## config.mk

```make
export PLATFORM = sky130hd
export DESIGN_NAME = stream_find_and_replace_unit_flat
export DESIGN_NICKNAME = d
export VERILOG_FILES = /design/src/hdl/sfr_pkg.sv /design/src/hdl/sfr_stream_if.sv /design/src/hdl/stream_find_and_replace_unit.sv /design/src/flat_wrapper.sv
export SDC_FILE = /design/constraint.sdc
export NUM_CORES = 1
export LEC_CHECK = 0
export ABC_AREA = 1
export BUFFER_PORTS_ARGS = -buffer_cell sky130_fd_sc_hd__clkbuf_2
export CAP_MARGIN = 15
export CORE_UTILIZATION = 50
export DETAILED_ROUTE_END_ITERATION = 6
export MAX_ROUTING_LAYER = met4
export PLACE_DENSITY = 0.82
export RECOVER_POWER = 25
export SYNTH_ARGS = -nofsm -noshare
export SYNTH_HDL_FRONTEND = slang
export SYNTH_SLANG_ARGS = --single-unit
export TNS_END_PERCENT = 10
```

## constraint.sdc

```tcl
create_clock -name clk -period 5.21 [get_ports clk]
set_input_delay 0.2605 -clock clk [delete_from_list [all_inputs] [get_ports clk]]
set_output_delay 0.2605 -clock clk [all_outputs]
set_load 0.05 [all_outputs]
```

## src/hdl/sfr_pkg.sv

```systemverilog
package sfr_pkg;

  localparam int LEN_W         = 4;
  localparam int BYTE_W        = 8;
  localparam int CFG_DATA_W    = 64;
  localparam int CFG_ADDR_W    = 5;
  localparam int PATTERN_MAX_DEF     = 8;
  localparam int REPLACEMENT_MAX_DEF = 8;

  typedef enum logic [1:0] {
    REG_PATTERN_BYTES      = 2'd0,
    REG_PATTERN_LENGTH     = 2'd1,
    REG_REPLACEMENT_BYTES  = 2'd2,
    REG_REPLACEMENT_LENGTH = 2'd3
  } reg_idx_t;

endpackage

```

## src/hdl/sfr_stream_if.sv

```systemverilog
interface sfr_in_if;
  logic                       valid;
  logic                       ready;
  logic [sfr_pkg::BYTE_W-1:0] in_byte;
  logic                       in_last;

  modport source (output valid, output in_byte, output in_last, input ready);
  modport sink   (input valid, input in_byte, input in_last, output ready);
endinterface

interface sfr_out_if;
  logic                       valid;
  logic                       ready;
  logic [sfr_pkg::BYTE_W-1:0] out_byte;
  logic                       out_last;

  modport source (output valid, output out_byte, output out_last, input ready);
  modport sink   (input valid, input out_byte, input out_last, output ready);
endinterface

```

## src/hdl/stream_find_and_replace_unit.sv

```systemverilog
// Streaming find-and-replace over a byte string.
// in_ch carries one byte per transaction, in_last marks the final byte of a
// string. out_ch carries the rewritten string, out_last on its final byte
// (a string that ends in a deleted match has no byte flagged).
// The APB port sets the search word, its length (1..8), the replacement word
// and its length (0..8, zero deletes); write it only while the stream is idle.
// Writing the search length empties the lookahead window.
// Each accepted byte is matched against the window combinationally and its
// results land in a burst buffer, which drains one byte per cycle into the
// output register while the receiver does not stall.
// Throughput is one byte per cycle while each byte yields at most one result
// and the receiver does not stall; a match or a last byte that yields more
// results holds in_ch.ready low until the burst buffer is down to its final byte.
// Reset empties the window, burst buffer and output register and restores
// the register defaults. A stalled receiver holds the output register; the
// burst buffer takes transactions only while empty, then in_ch.ready drops.
module stream_find_and_replace_unit #(
  parameter int PATTERN_MAX     = sfr_pkg::PATTERN_MAX_DEF,
  parameter int REPLACEMENT_MAX = sfr_pkg::REPLACEMENT_MAX_DEF
) (
  input  logic                           clk,
  input  logic                           rst_n,
  sfr_in_if.sink                         in_ch,
  sfr_out_if.source                      out_ch,
  input  logic                           psel,
  input  logic                           penable,
  input  logic                           pwrite,
  input  logic [sfr_pkg::CFG_ADDR_W-1:0] paddr,
  input  logic [sfr_pkg::CFG_DATA_W-1:0] pwdata,
  output logic [sfr_pkg::CFG_DATA_W-1:0] prdata,
  output logic                           pready
);

  localparam int LW = sfr_pkg::LEN_W;
  localparam int BW = sfr_pkg::BYTE_W;
  localparam int BURST = (PATTERN_MAX > REPLACEMENT_MAX) ? PATTERN_MAX : REPLACEMENT_MAX;

  logic [sfr_pkg::CFG_DATA_W-1:0] pattern_r;
  logic [LW-1:0]                  pattern_len_r;
  logic [sfr_pkg::CFG_DATA_W-1:0] repl_r;
  logic [LW-1:0]                  repl_len_r;

  logic [BW-1:0] win_r   [PATTERN_MAX];
  logic [BW-1:0] win_nxt [PATTERN_MAX];
  logic [LW-1:0] fill_r, fill_nxt;

  logic [BW-1:0] burst_r   [BURST];
  logic [BW-1:0] burst_nxt [BURST];
  logic [LW-1:0] rem_r;
  logic          burst_last_r;

  logic          out_valid_r;
  logic [BW-1:0] out_byte_r;
  logic          out_last_r;

  logic [LW-1:0] plen, rlen, fill_c, nfill, cnt;
  logic [BW-1:0] w [BURST];
  logic          full, hit;
  logic          cfg_wr, in_acc, o_load, pop;
  sfr_pkg::reg_idx_t reg_idx;

  assign reg_idx = sfr_pkg::reg_idx_t'(paddr[4:3]);
  assign pready  = 1'b1;
  assign cfg_wr  = psel && penable && pwrite && pready;

  always_comb begin
    unique case (reg_idx)
      sfr_pkg::REG_PATTERN_BYTES:      prdata = pattern_r;
      sfr_pkg::REG_PATTERN_LENGTH:     prdata = {{(sfr_pkg::CFG_DATA_W-LW){1'b0}}, pattern_len_r};
      sfr_pkg::REG_REPLACEMENT_BYTES:  prdata = repl_r;
      sfr_pkg::REG_REPLACEMENT_LENGTH: prdata = {{(sfr_pkg::CFG_DATA_W-LW){1'b0}}, repl_len_r};
      default:                         prdata = '0;
    endcase
  end

  always_ff @(posedge clk) begin
    if (!rst_n) begin
      pattern_r     <= '0;
      pattern_len_r <= LW'(1);
      repl_r        <= '0;
      repl_len_r    <= '0;
    end else if (cfg_wr) begin
      unique case (reg_idx)
        sfr_pkg::REG_PATTERN_BYTES:      pattern_r     <= pwdata;
        sfr_pkg::REG_PATTERN_LENGTH:     pattern_len_r <= pwdata[LW-1:0];
        sfr_pkg::REG_REPLACEMENT_BYTES:  repl_r        <= pwdata;
        sfr_pkg::REG_REPLACEMENT_LENGTH: repl_len_r    <= pwdata[LW-1:0];
        default: ;
      endcase
    end
  end

  // effective lengths
  always_comb begin
    if (pattern_len_r == '0) begin
      plen = LW'(1);
    end else if (pattern_len_r > LW'(PATTERN_MAX)) begin
      plen = LW'(PATTERN_MAX);
    end else begin
      plen = pattern_len_r;
    end
    rlen = (repl_len_r > LW'(REPLACEMENT_MAX)) ? LW'(REPLACEMENT_MAX) : repl_len_r;
  end

  // insert, compare, build result list
  always_comb begin
    fill_c = (fill_r >= plen) ? plen - LW'(1) : fill_r;
    nfill  = fill_c + LW'(1);
    full   = (nfill == plen);
    for (int k = 0; k < BURST; k++) begin
      if (k < PATTERN_MAX) begin
        w[k] = (LW'(k) == fill_c) ? in_ch.in_byte : win_r[k];
      end else begin
        w[k] = '0;
      end
    end
    hit = full;
    for (int k = 0; k < PATTERN_MAX; k++) begin
      if ((LW'(k) < plen) && (w[k] != pattern_r[BW*k +: BW])) hit = 1'b0;
    end
    for (int k = 0; k < BURST; k++) begin
      burst_nxt[k] = hit ? repl_r[BW*k +: BW] : w[k];
    end
    if (hit) begin
      cnt = rlen;
    end else if (in_ch.in_last) begin
      cnt = nfill;
    end else begin
      cnt = full ? LW'(1) : '0;
    end
    for (int k = 0; k < PATTERN_MAX; k++) begin
      if (full && !hit && (k + 1 < PATTERN_MAX)) begin
        win_nxt[k] = w[k+1];
      end else begin
        win_nxt[k] = w[k];
      end
    end
    if (hit || in_ch.in_last) begin
      fill_nxt = '0;
    end else if (full) begin
      fill_nxt = plen - LW'(1);
    end else begin
      fill_nxt = nfill;
    end
  end

  assign o_load      = !out_valid_r || out_ch.ready;
  assign pop         = (rem_r != '0) && o_load;
  assign in_ch.ready = (rem_r == '0) || ((rem_r == LW'(1)) && o_load);
  assign in_acc      = in_ch.valid && in_ch.ready;

  always_ff @(posedge clk) begin
    if (in_acc) begin
      win_r <= win_nxt;
    end
  end

  always_ff @(posedge clk) begin
    if (!rst_n) begin
      fill_r <= '0;
    end else if (cfg_wr && (reg_idx == sfr_pkg::REG_PATTERN_LENGTH)) begin
      fill_r <= '0;
    end else if (in_acc) begin
      fill_r <= fill_nxt;
    end
  end

  // burst buffer: load on accept, shift on drain
  always_ff @(posedge clk) begin
    if (!rst_n) begin
      rem_r        <= '0;
      burst_last_r <= 1'b0;
    end else if (in_acc) begin
      rem_r        <= cnt;
      burst_last_r <= in_ch.in_last;
    end else if (pop) begin
      rem_r <= rem_r - LW'(1);
    end
  end

  always_ff @(posedge clk) begin
    if (in_acc) begin
      burst_r <= burst_nxt;
    end else if (pop) begin
      for (int k = 0; k + 1 < BURST; k++) begin
        burst_r[k] <= burst_r[k+1];
      end
    end
  end

  always_ff @(posedge clk) begin
    if (!rst_n) begin
      out_valid_r <= 1'b0;
    end else if (o_load) begin
      out_valid_r <= (rem_r != '0);
    end
  end

  always_ff @(posedge clk) begin
    if (o_load) begin
      out_byte_r <= burst_r[0];
      out_last_r <= burst_last_r && (rem_r == LW'(1));
    end
  end

  assign out_ch.valid    = out_valid_r;
  assign out_ch.out_byte = out_byte_r;
  assign out_ch.out_last = out_last_r;

  a_fill_bounded: assert property (@(posedge clk) disable iff (!rst_n)
    fill_r < plen)
    else $error("window fill reached search length");

  a_rem_bounded: assert property (@(posedge clk) disable iff (!rst_n)
    rem_r <= LW'(BURST))
    else $error("burst count exceeds buffer depth");

  a_out_from_burst: assert property (@(posedge clk) disable iff (!rst_n)
    $rose(out_valid_r) |-> $past(rem_r != '0))
    else $error("output valid without pending burst byte");

  a_accept_empties: assert property (@(posedge clk) disable iff (!rst_n)
    (in_acc && in_ch.in_last) |=> (fill_r == '0))
    else $error("window not flushed after last byte");

endmodule

```

## src/flat_wrapper.sv

```systemverilog
// flat-port wrapper written by rule: the top's interface ports become plain ports
module stream_find_and_replace_unit_flat 
#(
  parameter int PATTERN_MAX     = sfr_pkg::PATTERN_MAX_DEF,
  parameter int REPLACEMENT_MAX = sfr_pkg::REPLACEMENT_MAX_DEF
)
  (clk, rst_n, psel, penable, pwrite, paddr, pwdata, prdata, pready, in_ch_valid, in_ch_in_byte, in_ch_in_last, in_ch_ready, out_ch_valid, out_ch_out_byte, out_ch_out_last, out_ch_ready);
  sfr_in_if in_ch_i ();
  sfr_out_if out_ch_i ();
  input  logic clk;
  input  logic rst_n;
  input  logic psel;
  input  logic penable;
  input  logic pwrite;
  input  logic [sfr_pkg::CFG_ADDR_W-1:0] paddr;
  input  logic [sfr_pkg::CFG_DATA_W-1:0] pwdata;
  output logic [sfr_pkg::CFG_DATA_W-1:0] prdata;
  output logic pready;
  input wire logic [$bits(in_ch_i.valid)-1:0] in_ch_valid;
  input wire logic [$bits(in_ch_i.in_byte)-1:0] in_ch_in_byte;
  input wire logic [$bits(in_ch_i.in_last)-1:0] in_ch_in_last;
  output wire logic [$bits(in_ch_i.ready)-1:0] in_ch_ready;
  output wire logic [$bits(out_ch_i.valid)-1:0] out_ch_valid;
  output wire logic [$bits(out_ch_i.out_byte)-1:0] out_ch_out_byte;
  output wire logic [$bits(out_ch_i.out_last)-1:0] out_ch_out_last;
  input wire logic [$bits(out_ch_i.ready)-1:0] out_ch_ready;
  assign in_ch_i.valid = in_ch_valid;
  assign in_ch_i.in_byte = in_ch_in_byte;
  assign in_ch_i.in_last = in_ch_in_last;
  assign in_ch_ready = in_ch_i.ready;
  assign out_ch_valid = out_ch_i.valid;
  assign out_ch_out_byte = out_ch_i.out_byte;
  assign out_ch_out_last = out_ch_i.out_last;
  assign out_ch_i.ready = out_ch_ready;
  stream_find_and_replace_unit #(.PATTERN_MAX(PATTERN_MAX), .REPLACEMENT_MAX(REPLACEMENT_MAX)) u_core (.clk(clk), .rst_n(rst_n), .in_ch(in_ch_i), .out_ch(out_ch_i), .psel(psel), .penable(penable), .pwrite(pwrite), .paddr(paddr), .pwdata(pwdata), .prdata(prdata), .pready(pready));
endmodule
```

Word-level counts from Yosys, hierarchy flattened
Index checks and enable logic that the tools add are counted.
Widths: inputs -> output; s select.
{"block": "word_totals", "ff_bits": 283, "elab_cells": 138}
{"block": "classes", "n_addsub": 3, "order_cmp": 11, "n_eq_ne": 20, "n_mux": 45, "bitwise": 1, "reduce_logical": 32}
{"cell": "$pmux 64 s4", "count": 1}
{"cell": "$mux 8", "count": 23}
{"cell": "$mux 56", "count": 2}
{"cell": "$ne 8x8->1", "count": 8}
{"cell": "$mux 4", "count": 10}
{"cell": "$eq 3x4->1 const A", "count": 4}
{"cell": "$logic_and 1x1->1", "count": 16}
{"cell": "$lt 3x4->1 const A", "count": 4}
{"cell": "$logic_not 4->1", "count": 3}
{"cell": "$mux 1", "count": 9}
{"cell": "$eq 2x4->1 const A", "count": 2}
{"cell": "$gt 4x4->1 const B", "count": 2}
{"cell": "$lt 1x4->1 const A", "count": 2}
{"cell": "$lt 2x4->1 const A", "count": 2}
{"cell": "$reduce_and 2->1", "count": 4}
{"cell": "$sub 4x1->4 const B", "count": 2}
{"cell": "$add 4x1->4 const B", "count": 1}
{"cell": "$eq 1x4->1 const A", "count": 1}
{"cell": "$eq 2x2->1 const B", "count": 2}
{"cell": "$eq 4x1->1 const B", "count": 1}
{"cell": "$eq 4x4->1", "count": 1}
{"cell": "$ge 4x4->1", "count": 1}
{"cell": "$reduce_bool 4->1", "count": 1}
{"cell": "$logic_or 1x1->1", "count": 3}
{"cell": "other kinds (6)", "count": 7}

Longest topological paths before layout
{"block": "depth", "ltp_word": 20, "mapped_depth": 33}

Least setup slack after synthesis
No wires, ideal clock.
{"block": "synth_timing", "path_type": "register to register", "start": "register u_core.out_valid_r, in the netlist u_core.out_ch.valid", "end": "register u_core.burst_r[57] (netlist bit) (data pin)", "setup_ps": 146, "t_arrival_ps": 4927, "slack_ps": 137, "path_stages_with_launch": 10, "synth_period_minus_slack_ps": 5073, "path_cell_list": "dfxtp_1 -> inv_1 -> nor2_1 -> o21ai_0 -> nand2_1 -> inv_1 -> clkbuf_1 -> clkbuf_1 -> o211ai_1 -> nand2_1"}
{"block": "synth_via", "elab_chain_cells": 6}
{"element": "start: declaration", "line_no": "stream_find_and_replace_unit.sv:52", "rtl": "logic out_valid_r;"}
{"element": "start signal: assignment", "line_no": "stream_find_and_replace_unit.sv:195", "rtl": "out_valid_r <= (rem_r != '0);"}
{"element": "$logic_not 1->1", "line_no": "stream_find_and_replace_unit.sv:147", "rtl": "assign o_load = !out_valid_r || out_ch.ready;"}
{"element": "$logic_or 1x1->1", "line_no": "stream_find_and_replace_unit.sv:147"}
{"element": "$logic_and 1x1->1", "line_no": "stream_find_and_replace_unit.sv:149", "rtl": "assign in_ch.ready = (rem_r == '0) || ((rem_r == LW'(1)) && o_load);"}
{"element": "$logic_or 1x1->1", "line_no": "stream_find_and_replace_unit.sv:149"}
{"element": "named net in_ch_ready", "line_no": "flat_wrapper.sv:22", "rtl": "output wire logic [$bits(in_ch_i.ready)-1:0] in_ch_ready;"}
{"element": "$logic_and 1x1->1", "line_no": "stream_find_and_replace_unit.sv:150", "rtl": "assign in_acc = in_ch.valid && in_ch.ready;"}
{"element": "named net u_core.in_acc", "line_no": "stream_find_and_replace_unit.sv:59", "rtl": "logic cfg_wr, in_acc, o_load, pop;"}
{"element": "$mux 56", "line_no": "stream_find_and_replace_unit.sv:182", "rtl": "if (in_acc) begin"}
{"element": "end signal: assignment", "line_no": "stream_find_and_replace_unit.sv:183", "rtl": "burst_r <= burst_nxt;"}
{"element": "end signal: indexed assignment", "line_no": "stream_find_and_replace_unit.sv:186", "rtl": "burst_r[k] <= burst_r[k+1];"}
{"element": "end: declaration", "line_no": "stream_find_and_replace_unit.sv:47", "rtl": "logic [BW-1:0] burst_r [BURST];"}
The timed path passes the listed nets, and every way through them passes these cells.
A chain may end at the register's enable or synchronous reset.

Worst setup path after layout
{"block": "layout_timing", "start": "register u_core.pattern_len_r[3]", "end": "register u_core.burst_r[38] (netlist bit) (data pin)"}
{"block": "layout_via", "elab_chain_cells": 19, "word_cells_on_any_way": 59, "classes_between": "add/sub (2); order compare (10); eq/ne (16); mux (21); reduce/logical (10)"}
{"element": "start: declaration", "line_no": "stream_find_and_replace_unit.sv:39", "rtl": "logic [LW-1:0] pattern_len_r;"}
{"element": "start signal: assignment", "line_no": "stream_find_and_replace_unit.sv:85", "rtl": "sfr_pkg::REG_PATTERN_LENGTH: pattern_len_r <= pwdata[LW-1:0];"}
{"element": "$gt 4x4->1", "line_no": "stream_find_and_replace_unit.sv:97", "rtl": "end else if (pattern_len_r > LW'(PATTERN_MAX)) begin"}
{"element": "$mux 4", "line_no": "stream_find_and_replace_unit.sv:97"}
{"element": "$mux 4 (*)", "line_no": "stream_find_and_replace_unit.sv:95", "rtl": "if (pattern_len_r == '0) begin"}
{"element": "branches (longest 14 deep; another with $sub 4x1->4)"}
{"element": "$mux 8 (*)", "line_no": "stream_find_and_replace_unit.sv:122", "rtl": "burst_nxt[k] = hit ? repl_r[BW*k +: BW] : w[k];"}
{"element": "$mux 56 (*)", "line_no": "stream_find_and_replace_unit.sv:182"}
Mark *: on every way between the ends.

==> out/results.txt <==
CTS tree: done
Slew @ Worst Pin: 3590 ps
Final Setup Violations: 0
fmax: 210 MHz
status: complete, but fails checks
RSZ-0062 raised after global routing: no
Max clock buf depth: 3
via/cell ratio: 5.75
Async S/R FF share, synth: 0
Clock H-tree levels: 1
Syn Inst Count: 2043
worst clock skew: 18.5 ps
critical path class: register to register
die height: 175 um
slew margin rel.: -1.40
Non-Filler Instances: 2613
Tcrit/Tclk final: 0.912
WP data required: 5530 ps
post-CTS setup buffer count: 0
share of post-route cells with drive strength above 1: 0.118
Final Hold Viols: 0
post-synthesis sequential area ratio: 0.471
dpl cells: 2503
Ports: 161
per-cell routed wire length: 18.3 um
WL final: 47800 um
LEAKAGE: 0.00776 uW
Clk Latency, worst-skew pair: 570 ps
Clock Tree Root: clkbuf_16
area of the die: 30500 sq um
vias in the first global route: 14077
number of CTS-inserted buffers: 31
Final Cell Area: 17600 sq um
startpoint types: register
peak fanout along the critical path: 33
crit-path most repeated cell: nand2_1
post-synthesis cell area: 14900 sq um
final setup TNS: 0 ps
worst hold margin: 9.21 ps
cell family with most CP delay: simple AND/OR/NAND/NOR gates
Reg clk slew, reported paths: 60 ps
total track usage: 0.317
overflow left after global routing: 0
largest net degree at the start of global routing: 144
DRC: 0
crit path time final: 4750 ps
Chip Width: 175 um
dpl cell area: 16000 sq um
Mean Syn Cell Area: 7.31 sq um
syn_nets: 2143
Critical Path AT: 5070 ps
failing checks: capacitance limit, slew limit
core area: 29000 sq um
# clock sinks: 283
Post-DP HPWL: 31400 um
Port Buf Inserts: 156
Slew Viols, Final: 254
initial DRC count: 1932
Synth cell types: 38
min-delay worst type: input port to register
Routed Antenna Nets: 0
crit path max-delay cell type: nand3_1
crit end category: register
worst vdd ir: 0.344 mV
Area Overhead vs Synth: 17.7%
Initial Util: 0.514
total power draw: 9720 uW
P per Cell Area: 553 nW/um^2
ys flop type: dfxtp_1
Pre-antenna DRT Iters: 6
RD Place Congestion: 0.948
crit-path max cell delay: 430 ps
initial antenna violation count: 1
# nets final: 2305
FILL cells: 2584
Yosys warnings: 0
first-pass GRT wire length: 74300 um
routed via count: 15020
Max Cap Viol: 4
Buf+Inv Stages, Crit Path: 6
row count: 62
Post-synth EDFFs: 137
flops & latches, synth: 283
power by group:
group          internal, uW  switching (uW)
clock network          1370             901
registers              3310             193
logic                  1150            2810
stage by stage:
stage | util | setup WS [ps]
2_1_floorplan | - | 137
3_3_place_gp | 0.552 | 702
3_5_place_dp | 0.552 | 573
4_1_cts | 0.606 | 539
5_1_grt | 0.605 | 162
6_report | 0.605 | 456
placed cells by master (no fill, tap or decap), types with 9 or more instances in the layout:
cell	netlist	final
clkbuf_16	0	32
dlygate4sd3_1	0	52
o21ai_1	46	46
o22ai_1	21	21
nor2_1	202	200
nand4_1	48	48
edfxtp_1	137	137
buf_4	6	32
a21oi_1	137	137
clkbuf_1	84	29
ha_1	15	15
dfxtp_1	146	146
nand2_1	546	544
nand3_1	118	118
inv_2	7	9
inv_1	195	191
o21ai_0	264	264
clkbuf_2	0	140
per-layer routing:
layer	global-route usage	wire (um)
met4	0.138	2160
met3	0.0418	4660
met5	-	0
met1	0.400	18700
met2	0.508	22300
synth_stat cells (all sizes together) (4+ instances only):
cell type,instances,area [sq um]
edfxtp,137,4110
nor2,206,788
nand2,553,2100
o22ai,21,131
o21ai,313,1580
clkbuf,84,315
o211ai,6,45.0
dfxtp,146,2920
a21oi,138,694
ha,15,188
buf,35,228
nand4,49,313
inv,202,758
nand3,123,641
or2,4,25.0
registers in the layout, summed over array words and instances, names as in the netlist:
name,count
u_core.burst_r,64
u_core.pattern_r,64
u_core.repl_r,64
u_core.win_r,64
u_core.out_ch.out_byte,8
u_core.fill_r,4
u_core.pattern_len_r,4
u_core.rem_r,4
u_core.repl_len_r,4
u_core.burst_last_r,1
u_core.out_ch.out_last,1
u_core.out_ch.valid,1
worst register-to-register path: cells and delay by family (launching register included):
family | cells | cell delay [ps]
buffers and inverters | 6 | 1090
AO/OA/AOI/OAI | 3 | 480
AND/OR/NAND/NOR | 17 | 2030
flip-flops | 1 | 370
adder cells (fa/ha/maj) | 2 | 510
kinds of logic (layout without fill, tap and decap cells):
logic type	Yosys count	count (layout)	share of synthesized area
xor+xnor	1	1	0.000587
flops	283	283	0.471
compound gates	484	484	0.167
other cells	1	2	0.000251
buf+inv	322	507	0.0874
fa+ha+maj	15	15	0.0126
simple gates	937	937	0.260
area by class of cell:
| type | count | area, sq um | share of cell area |
|---|---|---|---|
| clock buffer | 49 | 935 | 0.0532 |
| clock inverter | 7 | 113 | 0.00641 |
| inverter | 203 | 764 | 0.0435 |
| timing repair buffer | 248 | 1630 | 0.0929 |
| antenna | 1 | 2.50 | 0.000142 |
| tap | 384 | 480 | 0.0274 |
| multi-input combinational | 1438 | 6600 | 0.376 |
| sequential | 283 | 7040 | 0.401 |
worst paths after layout:
kind,from,to,slack [ps],depth (start not counted)
setup / recovery,u_core.pattern_len_r[3]$_SDFFE_PN0P_,u_core.burst_r[38]$_DFFE_PP_,460,28
hold / removal,pwdata[1],u_core.repl_len_r[1]$_SDFFE_PN0P_,9,3
setup reg to reg,u_core.pattern_len_r[3]$_SDFFE_PN0P_,u_core.burst_r[38]$_DFFE_PP_,460,28
hold reg to reg,u_core.burst_r[56]$_DFFE_PP_,u_core.out_ch.out_byte[0]$_DFFE_PN_,420,0
repair_timing:
| item | 4_1_cts | 5_1_grt |
|---|---|---|
| gates resized for setup | 0 | 0 |
| endpoints found under the setup margin | 0 | 0 |
| endpoints found under the hold margin | 68 | 0 |
| hold buffers | 52 | 0 |
Power figures use the tool's default switching activity.
